**src/rtl/ius_div.sv**
```systemverilog
// two-lane pipelined restoring divider, one quotient bit per stage, with a sideband
// depends on nothing but its parameters
`default_nettype none

module ius_div #(
  parameter int QW = 20,
  parameter int DB = 17,
  parameter int SB = 8
) (
  input  logic                 clk,
  input  logic                 rst,
  input  logic [1:0][DB-1:0]   rem0,
  input  logic [1:0][QW-1:0]   low,
  input  logic [1:0][DB-1:0]   den,
  input  logic [SB-1:0]        side_in,
  output logic [1:0][QW-1:0]   quo,
  output logic [SB-1:0]        side_out
);

  logic [1:0][DB-1:0] in_rem  [QW];
  logic [1:0][QW-1:0] in_low  [QW];
  logic [1:0][QW-1:0] in_q    [QW];
  logic [SB-1:0]      in_side [QW];
  logic [1:0][DB-1:0] nxt_rem [QW];
  logic [1:0][QW-1:0] nxt_low [QW];
  logic [1:0][QW-1:0] nxt_q   [QW];
  logic [1:0][DB-1:0] stg_rem [QW];
  logic [1:0][QW-1:0] stg_low [QW];
  logic [1:0][QW-1:0] stg_q   [QW];
  logic [SB-1:0]      stg_side[QW];

  // one shift-compare-subtract per stage and lane
  always_comb begin
    logic [DB:0] trial;
    in_rem[0]  = rem0;
    in_low[0]  = low;
    in_q[0]    = '0;
    in_side[0] = side_in;
    for (int k = 1; k < QW; k++) begin
      in_rem[k]  = stg_rem[k-1];
      in_low[k]  = stg_low[k-1];
      in_q[k]    = stg_q[k-1];
      in_side[k] = stg_side[k-1];
    end
    for (int k = 0; k < QW; k++) begin
      for (int n = 0; n < 2; n++) begin
        trial = {in_rem[k][n], in_low[k][n][QW-1]};
        if (trial >= {1'b0, den[n]}) begin
          nxt_rem[k][n] = DB'(trial - {1'b0, den[n]});
          nxt_q[k][n]   = {in_q[k][n][QW-2:0], 1'b1};
        end else begin
          nxt_rem[k][n] = trial[DB-1:0];
          nxt_q[k][n]   = {in_q[k][n][QW-2:0], 1'b0};
        end
        nxt_low[k][n] = {in_low[k][n][QW-2:0], 1'b0};
      end
    end
  end

  // stage registers
  always_ff @(posedge clk) begin
    for (int k = 0; k < QW; k++) begin
      stg_rem[k] <= nxt_rem[k];
      stg_low[k] <= nxt_low[k];
      stg_q[k]   <= nxt_q[k];
      if (rst) stg_side[k] <= '0;
      else     stg_side[k] <= in_side[k];
    end
  end

  assign quo      = stg_q[QW-1];
  assign side_out = stg_side[QW-1];

endmodule

`default_nettype wire

```
**config.mk**
```make
export PLATFORM = sky130hd
export DESIGN_NAME = ius_div
export DESIGN_NICKNAME = d
export VERILOG_FILES = /design/src/rtl/ius_div.sv
export SDC_FILE = /design/constraint.sdc
export NUM_CORES = 2
export LEC_CHECK = 0
export ABC_AREA = 1
export BUFFER_PORTS_ARGS = -buffer_cell sky130_fd_sc_hd__buf_2
export CORE_UTILIZATION = 50
export CTS_CLUSTER_DIAMETER = 150
export DETAILED_ROUTE_END_ITERATION = 6
export PLACE_DENSITY = 0.71
export SYNTH_ARGS = -nofsm -noshare
export SYNTH_HDL_FRONTEND = slang
export SYNTH_SLANG_ARGS = --single-unit
```
**constraint.sdc**
```tcl
create_clock -name clk -period 4 [get_ports clk]
set_clock_uncertainty 0.05 [all_clocks]
set_input_delay 0.4 -clock clk [delete_from_list [all_inputs] [get_ports clk]]
set_output_delay 0.4 -clock clk [all_outputs]
set_load 0.01 [all_outputs]
```
* Yosys cells after proc, flatten, opt, wreduce, memory -nomap -nowiden
Memory sizes are Yosys's and may differ from the RTL's.
Index checks and enable logic that the tools add are counted.
** Storage, ports and cells
- Memories :: 4
- Input bits :: 118
- Output and inout bits :: 48
- Memory bits (writable) :: 2400
- Bits in registers :: 0
** Memory list
- stg_q :: depth 20, bits a word 40, read ports 20, clocked after Yosys merged registers in 0, wr ports 20, line 29 : logic [1:0][QW-1:0] stg_q [QW];
- stg_low :: depth 20, bits a word 38, read ports 19, clocked after Yosys merged registers in 0, wr ports 20, line 28 : logic [1:0][QW-1:0] stg_low [QW];
- stg_rem :: depth 20, bits a word 34, read ports 19, clocked after Yosys merged registers in 0, wr ports 20, line 27 : logic [1:0][DB-1:0] stg_rem [QW];
- stg_side :: depth 20, bits a word 8, read ports 20, clocked after Yosys merged registers in 0, wr ports 20, line 30 : logic [SB-1:0] stg_side[QW];
** Cells by class
- Bitwise gates (word level) :: 20
- Add/sub/neg operators :: 40
- Order comparisons :: 40
- Muxes and demuxes :: 103
** Operator list (count)
- $ge 18x17->1 :: 40
- $mux 17 :: 40
- $sub 17x17->17 :: 40
- $mux 8 :: 20
- $mux 1 :: 43
- $or 1x1->1 :: 20

* Logic depth before layout (Yosys ltp)
- Depth in word-level cells :: 3
- Depth in mapped cells :: 15
- Depth with buffers taken out :: 14

* Least setup slack after synthesis
Ideal clock, no wire load.
- Path type :: input port to flip-flop
- From :: in den[1] (netlist bit)
- To :: mem stg_rem[11][3] (netlist bit)
- Setup time :: 0.112 ns
- Arrival time :: 2.756 ns
- Slack :: 1.082 ns
- Path buffers :: 1
- Stages on the path :: 13
- Path through :: inv_1 > ha_1 > nand2_1 > nor2_1 > nand2_1 > nor2_1 > nand2_1 > nand2_1 > nor2_4 > nand2_4 > buf_6 > nand2_1 > nand2_1
** RTL lines
- start: declaration :: line 14 : input logic [1:0][DB-1:0] den,
- end: declaration :: line 27

==> impl_results.rst <==
.. list-table::
   :header-rows: 1

   * - Metric
     - Value
   * - Result of the run
     - finished with violations
   * - Failing checks
     - DRC
   * - Final slew viol count
     - 0
   * - PD cells
     - 864.6 nW/um2
   * - Routability Congestion
     - 0.9423
   * - # DRC
     - 4
   * - Number of nets at the end of the flow
     - 13.72k
   * - Number of global-route vias before repair
     - 70.31k
   * - Async set-or-reset flop fraction in the synthesized netlist
     - 0%
   * - ANT nets after route
     - 0
   * - Ranking of synthesized cells by area
     - dfxtp_1 (37%), nand2_1 (21%), ha_1 (9.8%)
   * - Number of flops mapped to enable cells by yosys
     - 0
   * - Core Region
     - 171700 um2
   * - Number of antenna violations at the first check in global routing
     - 2
   * - Critical path's largest stage delay
     - 0.62 ns
   * - Count of buffer and inverter cells on the critical path
     - 4
   * - Horiz. Die Dim
     - 418.1 um
   * - Clock transition at path regs
     - 0.06 ns
   * - Rows
     - 152
   * - Setup violators final
     - 0
   * - Post-synthesis to final-layout area growth
     - 12.09%
   * - Number of vias per cell after detailed routing
     - 4.875
   * - Drt pass-1 iters
     - 7
   * - Clock tree from TritonCTS
     - yes
   * - Main combinational cell family by area after synthesis
     - simple AND/OR/NAND/NOR gates
   * - Global-route congestion overflow total
     - 0
   * - Critical path type
     - in2reg
   * - Tightest slew margin relative to the limit
     - 42.10%
   * - DIE AREA
     - 174800 um2
   * - Count of non-filler cells in the finished layout
     - 15.34k
   * - Level count of the clock H-tree
     - 4
   * - Register bit total from synthesis
     - 1606
   * - Cell total after placement
     - 14.94k
   * - Number of violations of the max-capacitance limit
     - 0
   * - Actual slew at the worst max-slew pin
     - 0.8675 ns
   * - Average wire per cell in the routed design
     - 14.74 um
   * - Portion of synthesized cell area occupied by the leading cell type
     - 37.14%
   * - Capturing element type of the critical path
     - flop
   * - Leakage Power
     - 54.56 nW
   * - I/O pin total
     - 166
   * - Clock latency on the worst-skew pair
     - 0.82 ns
   * - Cell types with the highest counts after synthesis
     - nand2_1 (4843), inv_1 (2117), dfxtp_1 (1606)
   * - Number of gates given a new drive strength after cts
     - 0
   * - GR Util All Layers
     - 25.53%
   * - Number of buffers created by CTS
     - 169
   * - CP delay by family, top
     - simple AND/OR/NAND/NOR gates
   * - Clock sink total
     - 1606
   * - Post-detail-place hpwl
     - 169.0 mm
   * - Post-synth top area cell
     - dfxtp_1
   * - Most used flip-flop cell after synthesis
     - dfxtp_1
   * - Maximum number of pins on one net before global-route repair
     - 79
   * - Starting density of the core
     - 50.40%
   * - Count of distinct cell types in the synthesized netlist
     - 44
   * - Synthesized-area fraction occupied by and/or/nand/nor cells
     - 36.37%
   * - Required time of the worst setup path
     - 4.65 ns
   * - Setup repair after global routing missed its margin
     - false
   * - Die height
     - 418.1 um
   * - Fraction of final layout cells with drive strength greater than 1
     - 7.679%
   * - Category of the worst setup path launch point
     - primary input
   * - Slowest cell on crit path
     - inv_1
   * - Cell Chain, Critical Path
     - buf_2, inv_1, buf_4, ha_1, nand2_2, nor2_1, inv_1, nor2_1, nand2_1, nand2_1, nor2_4, nand2_4, nand2_1, nand2_1
   * - Part of the cycle the worst path needs
     - 59.98%
   * - Synth Warn #
     - 0
   * - Final min period
     - 2.399 ns
   * - Most frequent cell on the critical path
     - nand2_1
   * - Hold Crit Class
     - in2reg
   * - Filler instances
     - 16.11k
   * - Gate count after technology mapping
     - 12.53k
   * - Detailed-route via count
     - 74.77k
   * - Net count of the mapped netlist
     - 13.36k
   * - Clock root buffer master
     - clkbuf_16
   * - Synth Cell Area
     - 86560 um2
   * - Fraction of the mapped netlist area in adder cells
     - 10.71%
   * - Mean post-synth cell area
     - 6.910 um2
   * - Seq/Total Area, Yosys
     - 37.14%
   * - Fraction of synthesized area in multiplexers
     - 0%
   * - Final-layout setup total negative slack
     - 0 ns
   * - Synth Area in Compound Gates
     - 2.531%
   * - Wire length of the first global-routing pass
     - 360.1 mm
   * - Critical path data arrival time
     - 3.05 ns
   * - IO buf count
     - 165
   * - Most numerous cell in the Yosys netlist
     - nand2_1
   * - Crit path max fanout
     - 18
   * - DRT iter0 DRCs
     - 5124
   * - Final Hold Vio Count
     - 0
   * - Sum of routed wire length over all layers
     - 226.1 mm
   * - Maximum buffer depth of the clock tree
     - 3
   * - Xor and xnor area share after synthesis
     - 2.651%
   * - Maximum vdd ir drop
     - 0.0004983 V
   * - Max Clk Rate
     - 416.8 MHz
-- sequential cells by signal, summed over array words and instances, names as in the netlist --
register	count
stg_side	160
stg_low	380
stg_rem	646
stg_q	420
-- placed cells by master, fill, tap and decap left out, drive strengths merged --
cell and count:
o31ai 2, o21ai 28, and2 49, dlygate4sd3 80
diode 4, nand4 62, inv 2144, clkinv 38
fa 38, xnor2 38, bufinv 26, o21a 13
nand3b 56, a21oi 358, nor3 57, ha 680
clkinvlp 15, buf 248, nand2 5125, nand3 1082
clkbuf 219, and3 33, nor4 34, or2 61
o21bai 2, nor3b 1, nor2 703, xor2 224
dfxtp 1606
-- kinds of logic (layout without fill, tap and decap cells) --
| group | Yosys count | in the layout |
|---|---|---|
| DFF | 1606 | 1606 |
| and+or+nand+nor | 7263 | 7263 |
| buffers and inverters | 2275 | 2770 |
| xor gates and xnor gates | 262 | 262 |
| adders and majority gates | 718 | 718 |
| AOI/OAI and AO/OA | 403 | 403 |
| other | 0 | 4 |
-- repair_timing --
item,CTS,global route
hold buffers,80,0
endpoints found under the setup margin,0,0
hold endpoints to repair,80,0
buffers inserted,0,0
-- per-stage QoR --
stage / setup slack (ns) / utilization, % / area, um2 / power [mW] / hold slack [ns]
final: 1.601 / 56.49 / 97020 / 83.88 / 0.05746
after global routing: 1.416 / 56.49 / 97010 / 91.30 / 0.07907
after CTS: 1.585 / 56.49 / 97010 / 83.94 / 0.01233
after detailed placement: 0.7859 / 52.43 / 90040 / 66.55 / 0.2621
after global placement: 0.8672 / 52.43 / 90040 / 65.98 / 0.2595
after floorplan: 1.082 / - / 86560 / 56.79 / 0.2596
-- final timing paths --
kind                           startpoint  cells after the start                   endpoint  slack (ns)
setup / recovery                  den[14]                     14      stg_rem[8][5]$_DFF_P_        1.60
hold / removal                        rst                      2  stg_side[2][9]$_SDFF_PP0_        0.06
setup reg to reg  stg_low[14][18]$_DFF_P_                     14    stg_rem[15][12]$_DFF_P_        1.60
hold reg to reg   stg_low[15][16]$_DFF_P_                      0    stg_low[16][17]$_DFF_P_        0.26
-- metal layers --
layer | wire length (um) | part of all wire (%) | vias up | GRT usage, %
li1 | - | - | 39070 | -
met2 | 101400 | 45 | 1818 | 41.96
met5 | 0 | 0 | - | 0
met3 | 11690 | 5.2 | 435 | 3.258
met4 | 7926 | 3.5 | 0 | 9.567
met1 | 105100 | 46 | 33450 | 34.06
-- power by group --
| part | leakage (nW) | switching [mW] | internal (mW) | total, mW |
|---|---|---|---|---|
| clock | 2.98 | 6.73 | 10.2 | 16.9 |
| sequential | 13.5 | 3.63 | 21.9 | 25.5 |
| combinational | 38.1 | 26.9 | 14.6 | 41.5 |
-- final cells by class --
cell class                 count  area [um2]  share of cell area [%]
clock inverter                92        1426                   1.470
multi-input combinational   8646       45240                   46.63
inverter                    2131        7999                   8.245
timing repair buffer         328        2565                   2.644
antenna                        4       10.01                 0.01032
sequential                  1606       32150                   33.14
clock buffer                 219        4740                   4.885
tap                         2310        2890                   2.979
Note: power is estimated with default switching activity, not from simulation.
