## src/rtl/ius_pkg.sv

```systemverilog
// shared constants and types for the integer-ratio image upscaler
// no dependencies; every other file but ius_div refers to this package by scoped names
`default_nettype none

package ius_pkg;

  // default sizes handed to the top-level parameters
  localparam int DEF_MAX_WIDTH  = 256;
  localparam int DEF_MAX_HEIGHT = 256;
  localparam int DEF_MAX_RATIO  = 8;
  localparam int DEF_FRAC_BITS  = 12;

  // fixed field widths
  localparam int COORD_W    = 11;
  localparam int PIX_W      = 8;
  localparam int CFG_IDX_W  = 2;
  localparam int CFG_DATA_W = 9;

  // register indexes on the configuration port
  typedef enum logic [CFG_IDX_W-1:0] {
    REG_SRC_WIDTH   = 2'd0,
    REG_SRC_HEIGHT  = 2'd1,
    REG_SCALE_RATIO = 2'd2,
    REG_INTERP_MODE = 2'd3
  } reg_idx_t;

  // command codes
  localparam logic CMD_LOAD    = 1'b0;
  localparam logic CMD_COMPUTE = 1'b1;

  // interpolation modes
  localparam logic MODE_NEAREST  = 1'b0;
  localparam logic MODE_BILINEAR = 1'b1;

  // per-item control bits that travel down the back half of the pipeline
  typedef struct packed {
    logic cmp;   // a compute item sits in this stage
    logic rerr;  // its coordinate lies outside the output image
  } item_flags_t;

endpackage

`default_nettype wire

```

## src/rtl/ius_blend.sv

```systemverilog
// bilinear weighting, rounding and result registers
// depends on ius_pkg
`default_nettype none

module ius_blend #(
  parameter int FRAC_BITS = ius_pkg::DEF_FRAC_BITS
) (
  input  logic                          clk,
  input  logic                          rst,
  input  logic                          mode,
  input  ius_pkg::item_flags_t          flags_in,
  input  logic [ius_pkg::PIX_W-1:0]     p11,
  input  logic [ius_pkg::PIX_W-1:0]     p12,
  input  logic [ius_pkg::PIX_W-1:0]     p21,
  input  logic [ius_pkg::PIX_W-1:0]     p22,
  input  logic [FRAC_BITS-1:0]          fx,
  input  logic [FRAC_BITS-1:0]          fy,
  output logic                          done,
  output logic [ius_pkg::PIX_W-1:0]     pixel_out,
  output logic                          range_error
);

  localparam int PW = ius_pkg::PIX_W;
  localparam int TB = FRAC_BITS + PW;
  localparam int AW = 2 * FRAC_BITS + PW;
  localparam logic [FRAC_BITS:0] ONE = (FRAC_BITS+1)'(1) << FRAC_BITS;
  localparam logic [AW:0] RND = (AW+1)'((64'd1 << (2 * FRAC_BITS - 1)) - 64'd1);

  logic [FRAC_BITS:0] wx0, wy0;

  ius_pkg::item_flags_t a_flags, b_flags;
  logic [TB-1:0]        a_top, a_bot;
  logic [FRAC_BITS-1:0] a_fy;
  logic [PW-1:0]        a_near, b_near;
  logic [AW-1:0]        b_m0, b_m1;

  logic [AW:0]          sum;
  logic [AW-2*FRAC_BITS:0] rnd;
  logic [PW-1:0]        bil;

  assign wx0 = ONE - (FRAC_BITS+1)'(fx);
  assign wy0 = ONE - (FRAC_BITS+1)'(a_fy);

  // horizontal blend of the top and bottom pairs
  always_ff @(posedge clk) begin
    if (rst) a_flags <= '0;
    else     a_flags <= flags_in;
    a_top  <= TB'(wx0) * TB'(p11) + TB'(fx) * TB'(p12);
    a_bot  <= TB'(wx0) * TB'(p21) + TB'(fx) * TB'(p22);
    a_fy   <= fy;
    a_near <= p11;
  end

  // vertical weights
  always_ff @(posedge clk) begin
    if (rst) b_flags <= '0;
    else     b_flags <= a_flags;
    b_m0   <= AW'(wy0) * AW'(a_top);
    b_m1   <= AW'(a_fy) * AW'(a_bot);
    b_near <= a_near;
  end

  // round with ties down and clamp
  always_comb begin
    sum = (AW+1)'(b_m0) + (AW+1)'(b_m1) + RND;
    rnd = sum[AW:2*FRAC_BITS];
    bil = (rnd > (AW-2*FRAC_BITS+1)'(255)) ? 8'd255 : PW'(rnd);
  end

  // result registers, one-cycle strobe
  always_ff @(posedge clk) begin
    if (rst) done <= 1'b0;
    else     done <= b_flags.cmp;
    range_error <= b_flags.rerr;
    if (b_flags.rerr) pixel_out <= '0;
    else if (mode == ius_pkg::MODE_NEAREST) pixel_out <= b_near;
    else pixel_out <= bil;
  end

endmodule

`default_nettype wire

```

## config.mk

```make
export PLATFORM = sky130hd
export DESIGN_NAME = ius_blend
export DESIGN_NICKNAME = d
export VERILOG_FILES = /design/src/rtl/ius_pkg.sv /design/src/rtl/ius_blend.sv
export SDC_FILE = /design/constraint.sdc
export NUM_CORES = 2
export LEC_CHECK = 0
export BUFFER_PORTS_ARGS = -buffer_cell sky130_fd_sc_hd__buf_2
export CAP_MARGIN = 10
export CORE_UTILIZATION = 35
export DETAILED_ROUTE_END_ITERATION = 10
export MAX_ROUTING_LAYER = met4
export PLACE_DENSITY = 0.59
export SLEW_MARGIN = 15
export SYNTH_ARGS = -nofsm -noshare
export SYNTH_HDL_FRONTEND = slang
export SYNTH_SLANG_ARGS = --single-unit
```

## constraint.sdc

```tcl
create_clock -name clk -period 18.83 [get_ports clk]
set_clock_uncertainty 0.05 [all_clocks]
set_input_delay 1.883 -clock clk [delete_from_list [all_inputs] [get_ports clk]]
set_output_delay 1.883 -clock clk [all_outputs]
set_load 0.05 [all_outputs]
```

* Word level (Yosys, flattened, before mapping)
Index checks and enable logic that the tools add are counted.
** Storage, ports and cells
- Memories :: 0
- Logic and storage cells :: 29
- Bits in read-only memories :: 0
- Latch bits :: 0
- Output and inout port bits :: 10
- Memory bits (writable) :: 0
- Bits in registers :: 146
** Operators by class
- Bitwise gates (word level) :: 0
- Order comparisons :: 1
- Eq/ne operators :: 0
- Shifts and indexed selects :: 0
- Reduce and logical (&&, ||, !) cells :: 0
- Divide/modulo/power cells :: 0
- Multipliers :: 6
- Muxes and demuxes :: 2
- $add $sub $neg :: 6
** Operators by type and width (count)
- adder 20 bit :: 2
- multiplier 12 x 8 -> 20 bit :: 2
- multiplier 13 x 8 -> 20 bit :: 2
- adder 32 x 32 -> 33 bit :: 1
- adder 33 x 23 -> 33 bit, second input constant :: 1
- multiplier 12 x 20 -> 32 bit :: 1
- multiplier 13 x 20 -> 32 bit :: 1
- subtractor 13 x 12 -> 13 bit, first input constant :: 2
- 2-to-1 mux 8 bit :: 2
- greater-than comparator 9 x 8 -> 1 bit, second input constant :: 1

* Depth between registers and ports, before layout
- Depth in word-level cells :: 5
- Depth in mapped cells :: 29

* Worst setup path before layout
Ideal clock, no wire load.
- Path type :: input port to flip-flop
- Start point :: in fx[0]
- End point :: reg a_bot[19]
- Arrival time :: 8170 ps
- Buffers on the path :: 2
- Required time :: 18708 ps
- Stages :: 27
- Setup slack :: 10538 ps
- Path through :: clkbuf_1 -> inv_1 -> ha_1 -> nand2b_1 -> nor4_1 -> nand3_1 -> xor2_1 -> clkbuf_1 -> nand2_1 -> fa_1 -> fa_1 -> fa_1 -> inv_1 -> fa_1 -> fa_1 -> inv_1 -> fa_1 -> inv_1 -> ha_1 -> a21o_1 -> a21oi_1 -> nor2b_1 -> a41o_1 -> a211oi_1 -> o41ai_1 -> a21oi_1 -> xnor2_1
** Between the ends
- Longest elaborated chain between the ends :: 3
- Elaborated cells between the ends (all ways) :: 4
- Classes of those cells :: 2 x add/sub; 2 x mul
** RTL lines
- start, declared :: line ius_blend.sv:16 : input logic [FRAC_BITS-1:0] fx,
- subtractor 13 x 12 -> 13 bit :: line ius_blend.sv:41 : assign wx0 = ONE - (FRAC_BITS+1)'(fx);
- multiplier 13 x 8 -> 20 bit :: line ius_blend.sv:49 : a_bot <= TB'(wx0) * TB'(p21) + TB'(fx) * TB'(p22);
- adder 20 bit (*) :: line ius_blend.sv:49
- end signal, assigned :: line ius_blend.sv:49
- end, declared :: line ius_blend.sv:32 : logic [TB-1:0] a_top, a_bot;
Every way passes the cells marked *; elsewhere a longest branch is shown, timed or not.
A chain may end at the register's enable or synchronous reset.

* Final worst setup path
Same ends and word-level chain as after synthesis.

==> summary.txt <==
Outcome
  – Status: finished, final reports clean

Global route
  – GRT Residual Overflow: 0
  – GRT Total Usage: 0.172
  – First-pass GRT wire length: 130000 um
  – Vias in the first global route: 25151
  – Initial antenna violation count: 3
  – Largest net degree at the start of global routing: 44

Place
  – Pre-CTS WS: 9.64 ns
  – Port bufs: 70
  – Post-DP HPWL: 63000 um
  – Placed inst area: 35000 um^2
  – GP Congestion: 0.846

Synth
  – Number of library cell types mapped by synthesis: 58
  – Main synth FF type: dfxtp_1
  – Post-synth top cells: inv_1, fa_1, nand2_1, and2_1, ha_1
  – Yosys warns: 0
  – Ys async rst share: 0
  – Area leader, netlist: fa_1
  – Post-synth top area share: 0.414
  – Post-synth EDFFs: 0
  – Post-synthesis register bit count: 146
  – Post-Syn Instances: 3797
  – Most common cell in the netlist: inv_1
  – Post-synthesis instance area: 33400 um^2
  – Top area cells in the synthesized netlist: fa_1, ha_1, inv_1
  – Sequential share of the synthesized area: 0.0874
  – Post-Syn Nets: 4891
  – Syn_area_per_cell: 8.81 um^2

Route
  – ANT nets after route: 0
  – Drt wl/cell: 15.3 um
  – Drc violations: 0
  – WL final: 77100 um
  – Via Count: 23683
  – Drt pass-1 iters: 5
  – Iter 0 DRT Violations: 1125
  – Vias/cell: 4.70

Worst setup path
  – Crit Path Max Fanout: 34
  – Element type at the critical path start: input port
  – Worst Path Arrival: 9.07 ns
  – WP buf/inv: 6
  – CP peak stage delay: 0.64 ns
  – Crit end category: flip-flop
  – Cell family with most CP delay: adder cells
  – Crit path top cell by count: fa_1
  – Worst path required time: 19.15 ns
  – WS Path Type: in2reg
  – CP max stage cell: xor2_1

Timing
  – Fin crit share: 0.464
  – Final Hold Vio Count: 0
  – Hold_ws: 0.277 ns
  – FMAX: 0.114 GHz
  – Final min period: 8.75 ns
  – RSZ-0062 raised after global routing: no
  – Tightest Pin Transition: 1.12 ns
  – Final setup fails: 0
  – Fin. max-slew vios: 0
  – Slew headroom: 0.252
  – Setup TNS: 0 ns
  – Worst setup margin: 10.08 ns

Final layout
  – Finished Cell Area: 35600 um^2
  – Share of cells above drive strength 1: 0.0411
  – Area delta synth->final: 6.46%
  – Nets: 4848

CTS
  – Clock transition at path regs: 0.06 ns
  – TritonCTS clock tree: built
  – Post-CTS Setup Bufs: 0
  – Post-cts hold buffer count: 0
  – CTS Buf Count: 17
  – Cts repair resizes: 0
  – Clock Tree Root: clkbuf_16
  – H-tree depth: 4
  – CTS Buffer Depth: 2
  – Clk_lat worst skew: 0.45 ns
  – Clk sink count: 146

Floorplan
  – Initial core utilization: 0.353
  – Die footprint: 96800 um^2
  – Io pins: 71
  – Number of core rows: 113
  – Die Y: 311 um
  – Core Area: 94900 um^2
  – Die X: 311 um

Min path
  – Hold crit path type: reg2reg

Flow run
  – Max Cap Violations: 0
-- kinds of logic after synthesis --
logic type,after synthesis,share of synthesized area
xor+xnor,121,0.0317
fa+ha+maj,1033,0.542
compound gates,239,0.0474
simple gates,1161,0.169
buf+inv,1097,0.123
flops,146,0.0874
-- state kept, by name (all words and copies together) (netlist names), 8 cells and up --
name and cells:
a_near 8, a_top 20, b_near 8, b_m1 32, pixel_out 8, a_fy 12, b_m0 32, a_bot 20
-- area by class of cell --
class / instances / area [um^2]
diodes: 3 / 7.51
clock buffers: 20 / 447
clock inverters: 12 / 123
fillers: 9676 / 59300
inverters: 931 / 3490
multi-input cells: 2554 / 26400
flip-flops and latches: 146 / 2920
well taps: 1265 / 1580
repair buffers: 104 / 606
-- metrics by stage --
stage	std cells	util
2_1_floorplan	3797	-
3_3_place_gp	5000	0.369
3_5_place_dp	5000	0.369
4_1_cts	5032	0.375
5_1_grt	5033	0.375
6_report	5035	0.375
-- worst reg2reg max path, stage by stage (launching register included) --
cell and delay (ns):
dfxtp_1 0.30, buf_4 0.22, or3_1 0.42, nor3_1 0.33, nand2b_1 0.16, nor4_1 0.35
xnor2_2 0.16, buf_4 0.32, nand2_1 0.13, fa_1 0.51, inv_1 0.05, fa_1 0.55
fa_1 0.45, fa_1 0.49, inv_1 0.05, fa_1 0.49, inv_1 0.05, ha_1 0.36
a21oi_1 0.26, o211ai_1 0.13, a2111oi_0 0.28, a21oi_1 0.21, a21oi_1 0.38, o211ai_1 0.16
a21oi_1 0.23, xnor2_1 0.14
-- cell usage in the layout (no fill, tap or decap), types with 17 or more instances in the layout --
cell       count
clkbuf_16     17
fa_1         691
and2_1       398
a21oi_1       74
buf_4         34
xnor2_1       94
nand3_1       27
inv_1        931
ha_1         342
nor3_1        31
o21ai_0       36
nand2_1      563
o21a_1        24
nor2_1        70
dfxtp_1      146
buf_2         70
xor2_1        25
-- per-layer routing --
metal / vias up / wire (um) / track usage
li1: 11061 / - / -
met1: 12089 / 36200 / 0.234
met2: 474 / 36100 / 0.275
met3: 59 / 3690 / 0.0245
met4: 0 / 1110 / 0.0308
met5: - / 0 / -
-- worst paths after layout --
check	startpoint	end	slack [ns]	cells after the start
min	a_near[0]	b_near[0]	0.28	0
min reg2reg	a_near[0]	b_near[0]	0.28	0
max reg2reg	a_fy[3]	b_m0[30]	11.53	25
max	fx[0]	a_bot[19]	10.08	27
Power is not shown: default switching activity piles up to over one toggle a cycle in this logic, so the estimate is an artifact.
