### src/rtl/ius_pkg.sv
// shared constants and types for the integer-ratio image upscaler
// no dependencies; every other file but ius_div refers to this package by scoped names
`default_nettype none

package ius_pkg;

  // default sizes handed to the top-level parameters
  localparam int DEF_MAX_WIDTH  = 256;
  localparam int DEF_MAX_HEIGHT = 256;
  localparam int DEF_MAX_RATIO  = 8;
  localparam int DEF_FRAC_BITS  = 12;

  // fixed field widths
  localparam int COORD_W    = 11;
  localparam int PIX_W      = 8;
  localparam int CFG_IDX_W  = 2;
  localparam int CFG_DATA_W = 9;

  // register indexes on the configuration port
  typedef enum logic [CFG_IDX_W-1:0] {
    REG_SRC_WIDTH   = 2'd0,
    REG_SRC_HEIGHT  = 2'd1,
    REG_SCALE_RATIO = 2'd2,
    REG_INTERP_MODE = 2'd3
  } reg_idx_t;

  // command codes
  localparam logic CMD_LOAD    = 1'b0;
  localparam logic CMD_COMPUTE = 1'b1;

  // interpolation modes
  localparam logic MODE_NEAREST  = 1'b0;
  localparam logic MODE_BILINEAR = 1'b1;

  // per-item control bits that travel down the back half of the pipeline
  typedef struct packed {
    logic cmp;   // a compute item sits in this stage
    logic rerr;  // its coordinate lies outside the output image
  } item_flags_t;

endpackage

`default_nettype wire

### src/rtl/ius_cfg.sv
// configuration registers and the derived sizes of the source and output images
// depends on ius_pkg
`default_nettype none

module ius_cfg #(
  parameter int MAX_WIDTH  = ius_pkg::DEF_MAX_WIDTH,
  parameter int MAX_HEIGHT = ius_pkg::DEF_MAX_HEIGHT,
  parameter int MAX_RATIO  = ius_pkg::DEF_MAX_RATIO,
  parameter int WB  = $clog2(MAX_WIDTH + 1),
  parameter int HB  = $clog2(MAX_HEIGHT + 1),
  parameter int NWB = $clog2(MAX_WIDTH * MAX_RATIO + 1),
  parameter int NHB = $clog2(MAX_HEIGHT * MAX_RATIO + 1)
) (
  input  logic                           clk,
  input  logic                           rst,
  input  logic                           cfg_valid,
  output logic                           cfg_ready,
  input  logic [ius_pkg::CFG_IDX_W-1:0]  cfg_index,
  input  logic [ius_pkg::CFG_DATA_W-1:0] cfg_data,
  output logic [WB-1:0]                  w_eff,
  output logic [HB-1:0]                  h_eff,
  output logic [NWB-1:0]                 nw,
  output logic [NHB-1:0]                 nh,
  output logic [NWB-1:0]                 den_x,
  output logic [NHB-1:0]                 den_y,
  output logic                           mode
);

  localparam int RB = $clog2(MAX_RATIO + 1);

  logic [8:0] src_width;
  logic [8:0] src_height;
  logic [3:0] scale_ratio;
  logic       interp_mode;

  logic [WB-1:0]  w_next;
  logic [HB-1:0]  h_next;
  logic [RB-1:0]  r_next;
  logic [NWB-1:0] nw_next;
  logic [NHB-1:0] nh_next;

  assign cfg_ready = 1'b1;

  // register writes
  always_ff @(posedge clk) begin
    if (rst) begin
      src_width   <= 9'd1;
      src_height  <= 9'd1;
      scale_ratio <= 4'd1;
      interp_mode <= ius_pkg::MODE_BILINEAR;
    end else if (cfg_valid) begin
      unique case (ius_pkg::reg_idx_t'(cfg_index))
        ius_pkg::REG_SRC_WIDTH:   src_width   <= cfg_data[8:0];
        ius_pkg::REG_SRC_HEIGHT:  src_height  <= cfg_data[8:0];
        ius_pkg::REG_SCALE_RATIO: scale_ratio <= cfg_data[3:0];
        ius_pkg::REG_INTERP_MODE: interp_mode <= cfg_data[0];
        default: ;
      endcase
    end
  end

  // clamp the registers into their working ranges
  always_comb begin
    if (src_width == 9'd0) w_next = WB'(1);
    else if (int'(src_width) > MAX_WIDTH) w_next = WB'(MAX_WIDTH);
    else w_next = WB'(src_width);
    if (src_height == 9'd0) h_next = HB'(1);
    else if (int'(src_height) > MAX_HEIGHT) h_next = HB'(MAX_HEIGHT);
    else h_next = HB'(src_height);
    if (scale_ratio == 4'd0) r_next = RB'(1);
    else if (int'(scale_ratio) > MAX_RATIO) r_next = RB'(MAX_RATIO);
    else r_next = RB'(scale_ratio);
    nw_next = NWB'(w_next) * NWB'(r_next);
    nh_next = NHB'(h_next) * NHB'(r_next);
  end

  // derived sizes, a divisor of one stands in for a one-pixel output axis
  always_ff @(posedge clk) begin
    if (rst) begin
      w_eff <= WB'(1);
      h_eff <= HB'(1);
      nw    <= NWB'(1);
      nh    <= NHB'(1);
      den_x <= NWB'(1);
      den_y <= NHB'(1);
      mode  <= ius_pkg::MODE_BILINEAR;
    end else begin
      w_eff <= w_next;
      h_eff <= h_next;
      nw    <= nw_next;
      nh    <= nh_next;
      den_x <= (nw_next <= NWB'(1)) ? NWB'(1) : nw_next - NWB'(1);
      den_y <= (nh_next <= NHB'(1)) ? NHB'(1) : nh_next - NHB'(1);
      mode  <= interp_mode;
    end
  end

`ifndef ASSERT_OFF
  a_den_nonzero: assert property (@(posedge clk) disable iff (rst)
    (den_x != '0) && (den_y != '0) && (w_eff != '0) && (h_eff != '0))
    else $error("zero divisor or size after clamping");
`endif

endmodule

`default_nettype wire

### config.mk
export PLATFORM = sky130hd
export DESIGN_NAME = ius_cfg
export DESIGN_NICKNAME = d
export VERILOG_FILES = /design/src/rtl/ius_pkg.sv /design/src/rtl/ius_cfg.sv
export SDC_FILE = /design/constraint.sdc
export NUM_CORES = 1
export LEC_CHECK = 0
export BUFFER_PORTS_ARGS = -buffer_cell sky130_fd_sc_hd__buf_2
export CAP_MARGIN = 20
export CORE_MARGIN = 2
export CORE_UTILIZATION = 35
export DETAILED_ROUTE_END_ITERATION = 7
export GPL_TIMING_DRIVEN = 0
export SETUP_SLACK_MARGIN = 0.2
export SLEW_MARGIN = 30
export SYNTH_ARGS = -nofsm -noshare
export SYNTH_HDL_FRONTEND = slang
export SYNTH_SLANG_ARGS = --single-unit
### constraint.sdc
create_clock -name clk -period 5.25 [get_ports clk]
set_input_delay 1.05 -clock clk [delete_from_list [all_inputs] [get_ports clk]]
set_output_delay 1.05 -clock clk [all_outputs]
set_load 0.01 [all_outputs]
# == Word level (Yosys, flattened, before mapping) ==
# Cells that the tools add are included.
# word_totals
elab_cells,39
ff_bits,90
in_bits,14
# op_classes
eq_ne,3
order_cmp,5
mux,6
addsub,2
multipliers,2
n_reduce_logical,10
# ops
operator,n
two-way mux 9 bit,4
"less-or-equal comparator 12 x 1 -> 1 bit, second input constant",2
multiplier 9 x 4 -> 12 bit,2
"subtractor 12 x 1 -> 12 bit, second input constant",2
"greater-than comparator 9 bit, second input constant",2
logical NOT 9 bit,2
two-way mux 4 bit,2
AND reduction 2 bit,4
"equality test 2 bit, second input constant",2
"greater-than comparator 4 bit, second input constant",1
logical NOT 4 bit,1
OR reduction 2 bit,2
"equality test 2 x 1 -> 1 bit, second input constant",1
logical NOT 2 bit,1

# == Longest topological paths before layout ==
# Gate-level depths: netlist (run 1).
# logic_depth
word_depth,6
ltp_mapped,17

# == Least setup slack after synthesis (run 1) ==
# No wires, ideal clock.
# synth_timing
path_type,register to register
from,register scale_ratio[3]
to,register den_y[2]
path_buffers,3
path_stages_with_launch,18
setup_time_ns,0.122
period_less_slack_ns,4.359
slack_ns,0.891
arrival_time_ns,4.237
path_cell_list,dfxtp_1 -> clkbuf_1 -> nand2b_1 -> clkbuf_1 -> nor2_1 -> fa_1 -> inv_1 -> fa_1 -> inv_1 -> ha_1 -> buf_6 -> a21o_1 -> a221oi_2 -> nand3_2 -> or4b_4 -> nand2b_4 -> o21bai_4 -> nor2_1
# synth_via
elab_chain_len,6
# synth_lines
element,line,source
start: declaration,ius_cfg.sv:33,logic [3:0] scale_ratio;
start signal: assignment,ius_cfg.sv:55,ius_pkg::REG_SCALE_RATIO: scale_ratio <= cfg_data[3:0];
greater-than comparator 4 bit,ius_cfg.sv:71,else if (int'(scale_ratio) > MAX_RATIO) r_next = RB'(MAX_RATIO);
two-way mux 4 bit,ius_cfg.sv:71,
two-way mux 4 bit *,ius_cfg.sv:70,if (scale_ratio == 4'd0) r_next = RB'(1);
multiplier 9 x 4 -> 12 bit *,ius_cfg.sv:74,nh_next = NHB'(h_next) * NHB'(r_next);
less-or-equal comparator 12 x 1 -> 1 bit,ius_cfg.sv:93,den_y <= (nh_next <= NHB'(1)) ? NHB'(1) : nh_next - NHB'(1);
OR reduction 2 bit (no source line),-,
end signal: assignment,ius_cfg.sv:93,
end: declaration,ius_cfg.sv:25,"output logic [NHB-1:0] den_y,"
# Every way passes the cells marked *; elsewhere a longest branch is shown, timed or not.
# A chain may end at the register's enable or synchronous reset.

# == Worst setup path in the final report (run 1) ==
# layout_timing
from,register scale_ratio[3]
to,register den_y[3]
# The elaborated chain is that of the path after synthesis.

==> results, run 1 <==
- The flow ran to the end, and the final reports show no timing, DRC or antenna violations.
- The cell depth of the worst hold path is 2.
- For this run, design rule violations remaining after detail routing come to 0.
- The type of the most critical hold path is reg -> reg.
- The most numerous cell on the critical path is clkbuf_2.
- In the final layout, the multi-input gates occupy 3290 µm².
- The total die area is 16400 µm².
- The number of detailed-route iterations in the first pass is 4.
- For the pin with the worst max-slew slack, the measured transition is 0.658 ns.
- For the worst setup path, the data arrival time is 4.90 ns.
- The most used flip-flop cell after synthesis is dfxtp_1.
- In the global route stage, overall resource usage came out at 15.7%.
- In the layout the commonest cells are nor2_1, dfxtp_1, buf_2, inv_1, nand2_1.
- The first global-routing pass estimated 19900 µm of wire.
- Among all stages on the critical path, the largest delay is contributed by fa_1.
- The power density of the placed cells is 251 nW/µm².
- The maximum fanout count along the critical path is 10.
- A synthesized cell averages 8.69 µm².
- At the later pin of the worst-skew pair, clock insertion delay measures 0.36 ns.
- The post-route netlist has 19.6% of its cells at a drive strength greater than 1.
- The congestion estimate from routability-driven global placement came to 0.839.
- The starting utilization of the core area is 35.6%.
- The number of H-tree levels is 3.
- The number of unique standard cell types used by synthesis is 64.
- Yosys mapped a number of flops with a built-in enable equal to 0.
- The total of max-cap violations is 0.
- The area occupied by registers is 1800 µm².
- The sequential power share is 45.4%.
- The net count of the finished layout is 787.
- The largest incremental delay on the critical path is 0.52 ns.
- The aggregate routed wire length is 12400 µm.
- In this run the power spent charging and discharging nets is 0.000421 W.
- The worst register-to-register path has a setup slack of 0.59 ns.
- The number of standard cells after synthesis is 620.
- After synthesis, the cell types taking the most area are dfxtp_1, fa_1, ha_1, nor2_1, inv_1.
- The path type of the worst setup path is reg -> reg.
- The path with the worst hold slack has its endpoint at src_height[0]$_SDFFE_PP1P_.
- The time the final worst path needs with I/O delays and setup is 4.66 ns.
- The via count of the first global-routing pass is 3869.
- Dividing the detail-routed via count by the number of cells gives 4.72.
- The Yosys step of the flow raised 0 warnings.
- In this run the deepest clock path goes through 2 buffers.
- The synthesized design devotes to its leading area cell type 33.4% of total area.
- The number of antenna violations at the first check in global routing is 0.
- The detailed router's first-iteration violation count is 148.
- The switching share of power is 26.5%.
- The number of buffers created by CTS is 9.
- The number of antenna diodes in the final layout is 0.
- The total number of vias is 4268.
- Synthesis produced a netlist with a net count of 696.
- In this run the most critical hold path is launched from src_height[0]$_SDFFE_PP1P_.
- The total overflow left after global routing is 0.
- TritonCTS built the clock tree.
- The worst register-to-register path has a depth of 17.
- The pin count of the biggest net entering global routing is 15.
- The clock input transition at the sequential cells of the worst setup and hold paths is 0.07 ns.
- The sum of net half-perimeters after detailed placement is 9750 µm.
- The detailed-route wire length per cell is 13.7 µm.
- STA classifies the critical path startpoint as a register.
- In this run the horizontal extent of the chip is 128 µm.
- For the final database, setup skew stands at 0.00964 ns.
- The growth of design area from synthesis to finish is 17.8%.
- The achievable frequency is 0.214 GHz.
- The worst pin sits at a relative slew slack of 56.0%.
- The part of the total power dissipated in the clock network is 40.5%.
- The number of sinks on the clock net is 90.
- The library cell used most frequently in the layout, excluding fill and tap cells, is nor2_1.
- Combinational logic burns 14.1% of the power.
- Summed over all instances, the cell type with the most area after synthesis is dfxtp_1.
- Pin placement for this block handled 82 I/O pins.
- The root buffer cell is clkbuf_16.
- The number of endpoints with negative hold slack in the final report is 0.
- Synthesis inferred 90 register bits.
- After layout, the worst path uses 88.8% of the clock period.
- At the end of the flow the core is filled with cells to 41.9%.
- The core outline area is 15100 µm².
- The die is 128 µm tall.
- The number of hold buffers added after CTS is 0.
- At the worst endpoint, the required time is 5.49 ns.
- After clock tree synthesis, the setup repair step added 0 buffers.
- The endpoint of the most critical register-to-register path is den_y[3]$_SDFF_PP0_.
- The internal cell power is 0.00117 W.
- The residual antenna-violating net count after detailed routing is 0.
- The worst-case IR drop observed on VDD is 0.174 mV.
- The leakage power is 2.95 nW.
- The placement row count is 45.
- The sequential fraction of the synthesis area is 33.4%.
- The max-slew violation count came to 0.
- The count of endpoints failing setup in the final report is 0.
- In this run the critical register-to-register path is launched from scale_ratio[3]$_SDFFE_PP0P_.
- Setup total negative slack on the finished layout was measured at 0 ns.
- The capturing element type of the critical path is a register.
- Setup repair after global routing left no endpoint under its margin.
- Port buffering added 79 buffers.
- After filler insertion, the fill cell instance count of the layout stands at 1534.
- In the synthesized netlist the async set-or-reset flop fraction comes to 0%.
- The critical path goes through clkbuf_2, nand2b_2, clkbuf_2, nor2_1, fa_1, inv_1, fa_1, inv_1, ha_1, clkbuf_2, o211ai_1, o211ai_1, a221oi_1, xnor2_1, o2111ai_2, o21bai_4, nor2_1.
- The cell area after synthesis is 5390 µm².
## what timing repair did
action | CTS | global route
endpoints found under the setup margin | 10 | 22
hold endpoints to repair | 0 | 0
cloned | 0 | 1
pin swaps | 0 | 1
gates resized for setup | 2 | 9
## worst max-delay path: cells and delay by family (launching register included)
family	cells	cell delay, ns
DFF	1	0.37
buffers and inverters	5	0.76
adders and majority gates	3	1.29
AOI/OAI and AO/OA	5	1.38
and+or+nand+nor	3	0.43
xor gates and xnor gates	1	0.29
## how the worst max path moves through the flow
stage                                start                  end  slack, ns  cells after the start
2_1_floorplan  scale_ratio[3]$_SDFFE_PP0P_  den_y[2]$_SDFF_PP0_       0.89                     17
3_3_place_gp   scale_ratio[3]$_SDFFE_PP0P_  den_y[4]$_SDFF_PP0_       0.11                     16
3_5_place_dp   scale_ratio[3]$_SDFFE_PP0P_  den_y[3]$_SDFF_PP0_       0.09                     16
4_1_cts        scale_ratio[3]$_SDFFE_PP0P_  den_y[3]$_SDFF_PP0_       0.26                     16
5_1_grt        scale_ratio[3]$_SDFFE_PP0P_  den_y[3]$_SDFF_PP0_       0.22                     17
6_report       scale_ratio[3]$_SDFFE_PP0P_  den_y[3]$_SDFF_PP0_       0.59                     17
## cells by family (layout without fill, tap and decap cells)
logic type	after synthesis	count (layout)	share of synthesized area (%)
xor gates and xnor gates	27	27	4.39
DFF	90	90	33.4
other	1	1	0.0696
AOI/OAI and AO/OA	74	75	9.73
buffers and inverters	80	175	6.20
and+or+nand+nor	271	271	25.1
muxes	15	15	2.81
adders and majority gates	62	62	18.3
## sequential cells by signal, summed over array words and instances (netlist names)
signal,count
den_x,12
den_y,12
h_eff,9
interp_mode,1
mode,1
nh,12
nw,12
scale_ratio,4
src_height,9
src_width,9
w_eff,9
## cells in the mapped netlist, types with 4 or more instances
cell / n
nor2_1: 103
dfxtp_1: 90
inv_1: 56
nand2_1: 42
ha_1: 34
fa_1: 28
a21oi_1: 25
nor2b_1: 23
nand2b_1: 20
xnor2_1: 20
and2_1: 18
or2_2: 18
clkbuf_1: 14
mux2i_1: 14
nor3_1: 13
nand3_1: 9
o21ai_0: 8
xor2_1: 7
a21o_1: 6
nor4_1: 4
## layer usage
metal / track usage, % / routed length [µm]
met3: 2.71 / 622
met1: 22.8 / 6350
met4: 6.40 / 221
met2: 22.9 / 5220
met5: 0 / 0
## power groups by stage
| stage | combinational (W) | clock, W | sequential, W |
|---|---|---|---|
| after detailed placement | 0.000217 | 0 | 0.000737 |
| after global routing | 0.000252 | 0.000683 | 0.000724 |
| final | 0.000224 | 0.000645 | 0.000721 |
| after global placement | 0.000215 | 0 | 0.000737 |
| after CTS | 0.000218 | 0.000660 | 0.000721 |
| after floorplan | 0.000140 | 0 | 0.000747 |
## per-stage QoR
step	total power, W	hold slack, ns	worst slack [ns]	instances	cell area (µm²)
after floorplan	0.000886	0.417	0.891	620	5390
after global placement	0.000952	0.435	0.109	887	6020
after detailed placement	0.000954	0.457	0.0915	887	6020
after CTS	0.00160	0.480	0.263	903	6310
after global routing	0.00166	0.502	0.220	904	6350
final	0.00159	0.492	0.588	904	6350
## area by class of cell
class,count,share of cell area [%]
Timing Repair Buffer,79,6.23
Inverter,56,3.31
Multi-Input combinational cell,451,51.8
Clock buffer,12,3.72
Buffer,24,2.03
Tap cell,188,3.71
Sequential cell,90,28.4
Clock inverter,4,0.828
Note: power is estimated with default switching activity, not from simulation.
==> run 2: changes to the inputs <==
- CTS_BUF_LIST: unset -> sky130_fd_sc_hd__clkbuf_4
==> run 2 against run 1 <==
  * Setup slack worse by 0.044 ns
  * Cell count is 0.11% higher
  * Count of clock-buffer cells in the layout is the same
  * Combinational power barely moved
  * Largest cell class unchanged
  * Cell area shrank 2.3%
  * Critical path type unchanged
  * Utilization down 0.95 points
  * Routed wire length up 0.36%
  * Sequential power hardly changed
  * Largest power group unchanged
  * Non-clock buffer count is the same
==> results, run 2 (same netlist as run 1, synthesis figures left out) <==
- The post-route clock skew is 0.0235 ns (+0.0138 ns).
- The maximum VDD drop was 0.0873 mV (-50%).
- The CTS tree is yes.
- The total die area is 16400 µm² (unchanged).
- The worst reg-to-reg setup slack is 0.54 ns (-0.04 ns).
- The weighted congestion at the end of routability-driven global placement is 0.839 (unchanged).
- The internal cell power came to 0.000962 W (-18%).
- The via-per-instance ratio was 4.70 (-0.56%).
- Traced cell by cell, the critical path runs through clkbuf_2, nand2b_2, clkbuf_2, nor2_1, fa_1, inv_1, fa_1, inv_1, ha_1, clkbuf_2, o211ai_1, o211ai_1, a221oi_1, xnor2_1, o2111ai_2, o21bai_4, nor2_1.
- Grouping stages by cell kind, the critical path spends the most delay in compound AO/OA/AOI/OAI gates.
- The number of H-tree levels was 3 (unchanged).
- The worst reg2reg path depth is 17 (unchanged).
- The cell depth of the worst hold path was 2 (unchanged).
- The leakage power is 2.89 nW (-2.0%).
- The number of endpoints with negative hold slack in the final report was 0 (unchanged).
- The detailed router's first-iteration violation count is 172 (+16%).
- The top cell types in the final layout, fill and taps aside, are nor2_1, dfxtp_1, buf_2, inv_1, nand2_1.
- The via count of the first global-routing pass is 3857 (-0.31%).
- The number of sinks on the clock net is 90 (unchanged).
- The number of instances in the placed design is 887 (unchanged).
- The time the final worst path needs with I/O delays and setup was 4.71 ns (+0.0437 ns).
- The power density of the placed cells came to 219 nW/µm² (-13%).
- The final instance count without filler cells is 905 (+0.11%).
- The cell type of the slowest stage on the worst timing path is fa_1.
- The total routing usage reported by global routing is 15.7% (+0.018 points).
- The clock input transition at the sequential cells of the worst setup and hold paths was 0.16 ns (+0.09 ns).
- The DRC violation count after routing is 0 (unchanged).
- The number of hold buffers added after CTS is 0 (unchanged).
- The number of antenna violations at the first check in global routing came to 1 (+1).
- The achievable frequency is 0.213 GHz (-0.93%).
- The hold path endpoint is src_height[0]$_SDFFE_PP1P_.
- The net switching power of the design was 0.000395 W (-6.1%).
- The detailed-route wire length per cell was 13.8 µm (+0.25%).
- The growth of design area from synthesis to finish is 15.2%.
- The width of the die is 128 µm (unchanged).
- The wire length of the first global-routing pass is 19900 µm (-0.11%).
- The overflow left after global routing came to 0 (unchanged).
- The maximum fanout count along the critical path is 10 (unchanged).
- The residual antenna-violating net count after detailed routing is 0 (unchanged).
- The worst hold path begins at src_height[0]$_SDFFE_PP1P_.
- The capturing element type of the critical path is a register.
- Leaving out fill and tap cells, the most frequent cell in the layout is nor2_1.
- The count of endpoints failing setup in the final report was 0 (unchanged).
- The share of the clock period used by the worst path after layout is 89.6% (+0.83 points).
- The latest clock arrival within the worst-skew pair was 0.49 ns (+0.13 ns).
- The sum of buffers and inverters on the critical path is 5 (unchanged).
- The post-layout net count is 787 (unchanged).
- The path type of the worst setup path is reg -> reg.
- The number of port buffers came to 79 (unchanged).
- The placement row count was 45 (unchanged).
- The path length in cells of the critical path is 17 (unchanged).
- The number of detailed-route iterations in the first pass is 4 (unchanged).
- The number of buffers created by CTS came to 9 (unchanged).
- The max-slew violation count came to 0 (unchanged).
- The flow ran to the end, and the final reports show no timing, DRC or antenna violations.
- The launch instance of the worst register-to-register path is scale_ratio[3]$_SDFFE_PP0P_.
- The worst setup path is launched from a register.
- The tightest min-delay check is of the reg -> reg type.
- The pin count of the biggest net entering global routing came to 15 (unchanged).
- The worst relative slew slack is 56.2% (+0.27 points).
- The sequential power share is 53.2% (+7.8 points).
- The aggregate routed wire length is 12500 µm (+0.36%).
- The total of max-cap violations is 0 (unchanged).
- The endpoint of the most critical register-to-register path is den_y[6]$_SDFF_PP0_.
- The largest incremental delay on the critical path came to 0.52 ns (about the same).
- The total number of vias was 4249 (-0.45%).
- The die outline height came to 128 µm (unchanged).
- The total power is 0.00136 W (-15%).
- The fraction of final layout cells with drive strength greater than 1 is 20.0% (+0.42 points).
- The sum of net half-perimeters after detailed placement is 9750 µm (unchanged).
- The core outline area was 15100 µm² (unchanged).
- The part of the total power dissipated in the clock network is 30.3% (-10 points).
- The slew of the pin with the lowest slew margin is 0.654 ns (-0.00401 ns).
- The data arrival time of the critical path was 5.08 ns (+0.18 ns).
- The most numerous cell on the critical path is clkbuf_2.
- The required time at the endpoint of the critical path is 5.62 ns (+0.13 ns).
- The starting utilization of the core area is 35.6% (unchanged).
- The part of the total power dissipated in combinational logic was 16.5% (+2.4 points).
- The final-layout setup total negative slack was 0 ns (unchanged).
- The number of top-level pins is 82 (unchanged).
- The root buffer cell is clkbuf_4.
- The switching share of power was 29.1% (+2.7 points).
- Setup repair after global routing left no endpoint under its margin.
- The worst-case clock buffer depth came to 2 (unchanged).
-- run 2: routing by layer --
metal  vias to the layer above  wire, µm  GRT usage, %
li1                       2205         -             -
met1                      1947      6460          22.9
met2                        90      5290          22.7
met3                         7       563          2.71
met4                         0       146          6.59
met5                         -         0             0
-- run 2: how the worst max path moves through the flow --
| stage | startpoint | end | slack [ns] |
|---|---|---|---|
| after CTS | scale_ratio[3]$_SDFFE_PP0P_ | den_y[3]$_SDFF_PP0_ | 0.26 |
| final | scale_ratio[3]$_SDFFE_PP0P_ | den_y[6]$_SDFF_PP0_ | 0.54 |
| after global placement | scale_ratio[3]$_SDFFE_PP0P_ | den_y[4]$_SDFF_PP0_ | 0.11 |
| after detailed placement | scale_ratio[3]$_SDFFE_PP0P_ | den_y[3]$_SDFF_PP0_ | 0.09 |
| after floorplan | scale_ratio[3]$_SDFFE_PP0P_ | den_y[2]$_SDFF_PP0_ | 0.89 |
| after global routing | scale_ratio[3]$_SDFFE_PP0P_ | den_y[3]$_SDFF_PP0_ | 0.20 |
-- run 2: what timing repair did --
item	in CTS	in global routing
gates cloned	0	1
endpoints found under the setup margin	10	23
gates resized for setup	2	9
pin swaps	0	1
buffers inserted	0	0
-- run 2: stage by stage --
stage,area [µm²],util (%),setup WS [ns],hold slack (ns)
floorplan,5390,-,0.891,0.417
global placement,6020,39.7,0.109,0.435
detailed placement,6020,39.7,0.0915,0.457
CTS,6160,40.7,0.257,0.505
global route,6200,41.0,0.204,0.522
finish,6200,41.0,0.544,0.503
-- run 2: final cells by class --
cell class                      instances  area, µm²
Fill cell                            1556       8940
Tap cell                              188        235
Antenna cell                            1       2.50
Buffer                                 24        129
Multi-Input combinational cell        451       3290
Clock buffer                           12       90.1
Sequential cell                        90       1800
Timing Repair Buffer                   79        395
Inverter                               56        210
Clock inverter                          4       52.6
-- run 2: power by group through the flow --
stage	Sequential (W)	Combinational (W)	Clock (W)
after floorplan	0.000747	0.000140	0
after global placement	0.000737	0.000215	0
after detailed placement	0.000737	0.000217	0
after CTS	0.000722	0.000218	0.000426
after global routing	0.000725	0.000252	0.000446
final	0.000722	0.000224	0.000411
-- run 2: worst min-delay path, cell delays in order (launching register included) --
cell and delay [ns]:
dfxtp_1 0.35, nand2_1 0.06, nand3b_1 0.07
==> run 3: changes to the inputs <==
- CORE_UTILIZATION: 35 -> 55
- PLACE_DENSITY: unset -> 0.78
- clock period: 5.25 -> 5.6 ns (I/O delays scaled with it)
==> run 3 against run 2 <==
  * Setup slack better by 0.066 ns
  * Combinational power down 9.8%
  * Total power down 12%
  * Maximum frequency down 5.7%
  * Worst hold slack worse by 0.019 ns
  * Count of clock-buffer cells in the layout down 2
  * Critical path depth down 1
  * Sequential share of layout area up 0.66 points
  * Register-to-register slack better by 0.07 ns
  * Clock power down 22%
  * Utilization up 22 points
  * Die area down 35%
  * Largest power group unchanged
  * Highest routed layer unchanged
==> results, run 3 (same netlist as run 1, synthesis figures left out) <==
- The detailed-route wire length per cell is 13.8 µm (+0.28%).
- The worst relative slew slack is 53.8% (-2.5 points).
- The max-slew violation count is 0 (unchanged).
- The worst-case clock buffer depth is 2 (unchanged).
- The routing usage on met2 is 37.5% (+15 points).
- The internal cell power is 0.000844 W (-12%).
- The starting utilization of the core area is 55.9% (+20 points).
- The wire length of the first global-routing pass is 19200 µm (-3.6%).
- The cell type of the slowest stage on the worst timing path is fa_1.
- The power density of the placed cells is 198 nW/µm² (-9.6%).
- The total number of vias was 4370 (+2.8%).
- The width of the die is 103 µm (-20%).
- The latest clock arrival within the worst-skew pair is 0.45 ns (-0.04 ns).
- The number of buffers created by CTS is 9 (unchanged).
- The total of max-cap violations was 0 (unchanged).
- The switching share of power came to 29.6% (+0.52 points).
- The startpoint identified for the worst hold timing path is interp_mode$_SDFFE_PP1P_.
- The die outline height is 103 µm (-20%).
- The leakage power is 2.86 nW (-1.1%).
- The area after detailed placement is 5950 µm² (-1.1%).
- The maximum fanout count along the critical path was 10 (unchanged).
- The number of endpoints with negative hold slack in the final report came to 0 (unchanged).
- The detailed router's first-iteration violation count is 148 (-14%).
- The post-layout net count came to 786 (-0.13%).
- The part of the total power dissipated in the clock network was 26.8% (-3.5 points).
- The core outline area is 9640 µm² (-36%).
- The critical path goes through clkbuf_1, nand2b_1, clkbuf_2, nor2_1, fa_1, inv_1, fa_1, inv_1, ha_1, a21oi_1, o211ai_1, a221oi_1, xnor2_1, o2111ai_1, o21bai_4, nor2_1.
- The worst hold path belongs to the class reg -> reg.
- The flow ran to the end, and the final reports show no timing, DRC or antenna violations.
- The hold path endpoint is mode$_SDFF_PP1_.
- The path type of the worst setup path is reg -> reg.
- The CTS tree is yes.
- The most common library cell in the layout ignoring fill and taps is nor2_1.
- The total routing usage reported by global routing is 23.3% (+7.6 points).
- The met3 track demand over resource is 3.25% (+0.54 points).
- The number of sinks on the clock net is 90 (unchanged).
- The number of antenna violations at the first check in global routing is 0 (-1).
- The post-route cell area came to 6070 µm² (-2.2%).
- The weighted congestion at the end of routability-driven global placement is 0.846 (+0.86%).
- The number of H-tree levels was 3 (unchanged).
- The via count of the first global-routing pass was 4051 (+5.0%).
- The data arrival time of the critical path is 5.34 ns (+0.26 ns).
- The share of the clock period used by the worst path after layout was 89.1% (-0.53 points).
- The post-route clock skew is 0.0156 ns (-0.00792 ns).
- The worst setup slack after placement is 0.493 ns (+0.402 ns).
- The global routing stage identified its most utilized layer as met2.
- The total die area is 10600 µm² (-35%).
- The number of detailed-route iterations in the first pass is 4 (unchanged).
- The worst reg2reg path depth is 16 (-1).
- Setup repair after global routing left no endpoint under its margin.
- The final instance count without filler cells is 848 (-6.3%).
- The met1 usage in global routing was 32.3% (+9.4 points).
- Compared with the post-synthesis result, the final layout area differs by 12.6%.
- The slew of the pin with the lowest slew margin was 0.691 ns (+0.0367 ns).
- The count of endpoints failing setup in the final report came to 0 (unchanged).
- The pin count of the biggest net entering global routing is 16 (+1).
- Leaving out fill and tap cells, the most frequent cells in the layout are nor2_1, dfxtp_1, buf_2, inv_1, nand2_1.
- The final-layout setup total negative slack came to 0 ns (unchanged).
- The fraction of final layout cells with drive strength greater than 1 was 19.0% (-0.95 points).
- The launch instance of the worst register-to-register path is scale_ratio[3]$_SDFFE_PP0P_.
- The aggregate routed wire length is 11700 µm (-6.0%).
- The sum of net half-perimeters after detailed placement was 9360 µm (-4.0%).
- The number of port buffers is 79 (unchanged).
- The number of diodes added for antenna fixing is 0 (-1).
- The worst reg-to-reg setup slack is 0.61 ns (+0.07 ns).
- The required time at the endpoint of the critical path is 5.95 ns (+0.33 ns).
- The placement row count was 36 (-20%).
- The net switching power of the design is 0.000356 W (-10%).
- The achievable frequency is 0.200 GHz (-5.7%).
- The part of the total power dissipated in combinational logic came to 16.8% (+0.3 points).
- The via-per-instance ratio was 5.15 (+9.8%).
- The post-route worst hold slack is 0.484 ns (-0.0188 ns).
- The nature of the critical path startpoint is a register.
- The overflow left after global routing is 0 (unchanged).
- The root buffer cell chosen for the clock tree is clkbuf_4.
- The clock input transition at the sequential cells of the worst setup and hold paths came to 0.14 ns (-0.02 ns).
- The number of hold buffers added after CTS came to 0 (unchanged).
- The sequential power share is 56.3% (+3.1 points).
- The slack of the critical path was 0.610 ns (+0.0659 ns).
- The DRC violation count after routing came to 0 (unchanged).
- The cell depth of the worst hold path came to 1 (-1).
- The largest incremental delay on the critical path came to 0.54 ns (+0.02 ns).
- The number of instances in the placed design was 832 (-6.2%).
- The endpoint identified for the worst register-to-register timing path is den_y[7]$_SDFF_PP0_.
- The number of buffers inserted by post-CTS setup repair is 0 (unchanged).
- The time the final worst path needs with I/O delays and setup was 4.99 ns (+0.284 ns).
- The capturing element type of the critical path is a register.
- The maximum VDD drop is 0.102 mV (+16%).
- The number of top-level pins is 82 (unchanged).
- The residual antenna-violating net count after detailed routing is 0 (unchanged).
run 3: timing repair:
item,in CTS,in global routing
hold endpoints to repair,0,0
resized for setup,0,4
setup endpoints to repair,0,10
run 3: area by class of cell:
class	instances	area, µm²
multi-input cells	450	3250
clock inverters	6	40.0
repair buffers	79	395
plain buffers	24	126
inverters	56	210
flip-flops and latches	90	1800
well taps	133	166
fillers	887	3570
clock buffers	10	75.1
run 3: worst max-delay path: cells and delay by family (launching register included):
| kind | cells | cell delay (ns) |
|---|---|---|
| AO/OA/AOI/OAI | 5 | 1.51 |
| XOR/XNOR | 1 | 0.28 |
| adder cells (fa/ha/maj) | 3 | 1.43 |
| buffers and inverters | 4 | 0.74 |
| flip-flops | 1 | 0.41 |
| AND/OR/NAND/NOR | 3 | 0.52 |
run 3: layer usage:
| metal | wire, µm | part of all wire (%) | vias to the layer above |
|---|---|---|---|
| met4 | 211 | 1.8 | 0 |
| li1 | - | - | 2202 |
| met5 | 0 | 0 | - |
| met2 | 5290 | 45 | 115 |
| met3 | 610 | 5.2 | 15 |
| met1 | 5600 | 48 | 2038 |
run 3: how the worst max path moves through the flow:
stage / startpoint / to / slack, ns
CTS: scale_ratio[3]$_SDFFE_PP0P_ / den_y[3]$_SDFF_PP0_ / 0.46
detailed placement: scale_ratio[3]$_SDFFE_PP0P_ / den_y[7]$_SDFF_PP0_ / 0.49
floorplan: scale_ratio[3]$_SDFFE_PP0P_ / den_y[2]$_SDFF_PP0_ / 1.24
global placement: scale_ratio[3]$_SDFFE_PP0P_ / den_y[6]$_SDFF_PP0_ / 0.60
global route: scale_ratio[3]$_SDFFE_PP0P_ / den_y[1]$_SDFF_PP0_ / 0.24
finish: scale_ratio[3]$_SDFFE_PP0P_ / den_y[7]$_SDFF_PP0_ / 0.61
run 3: power by group through the flow:
stage / combinational, W / sequential (W) / clock [W]
after global routing: 0.000226 / 0.000679 / 0.000355
after floorplan: 0.000131 / 0.000700 / 0
after global placement: 0.000196 / 0.000689 / 0
after CTS: 0.000202 / 0.000676 / 0.000328
final: 0.000202 / 0.000676 / 0.000322
after detailed placement: 0.000200 / 0.000690 / 0
run 3: metrics by stage:
stage                     util (%)  power [W]
after CTS                     62.9    0.00121
final                         62.9    0.00120
after global placement        61.7   0.000885
after global routing          62.9    0.00126
after floorplan                  -   0.000831
after detailed placement      61.7   0.000891
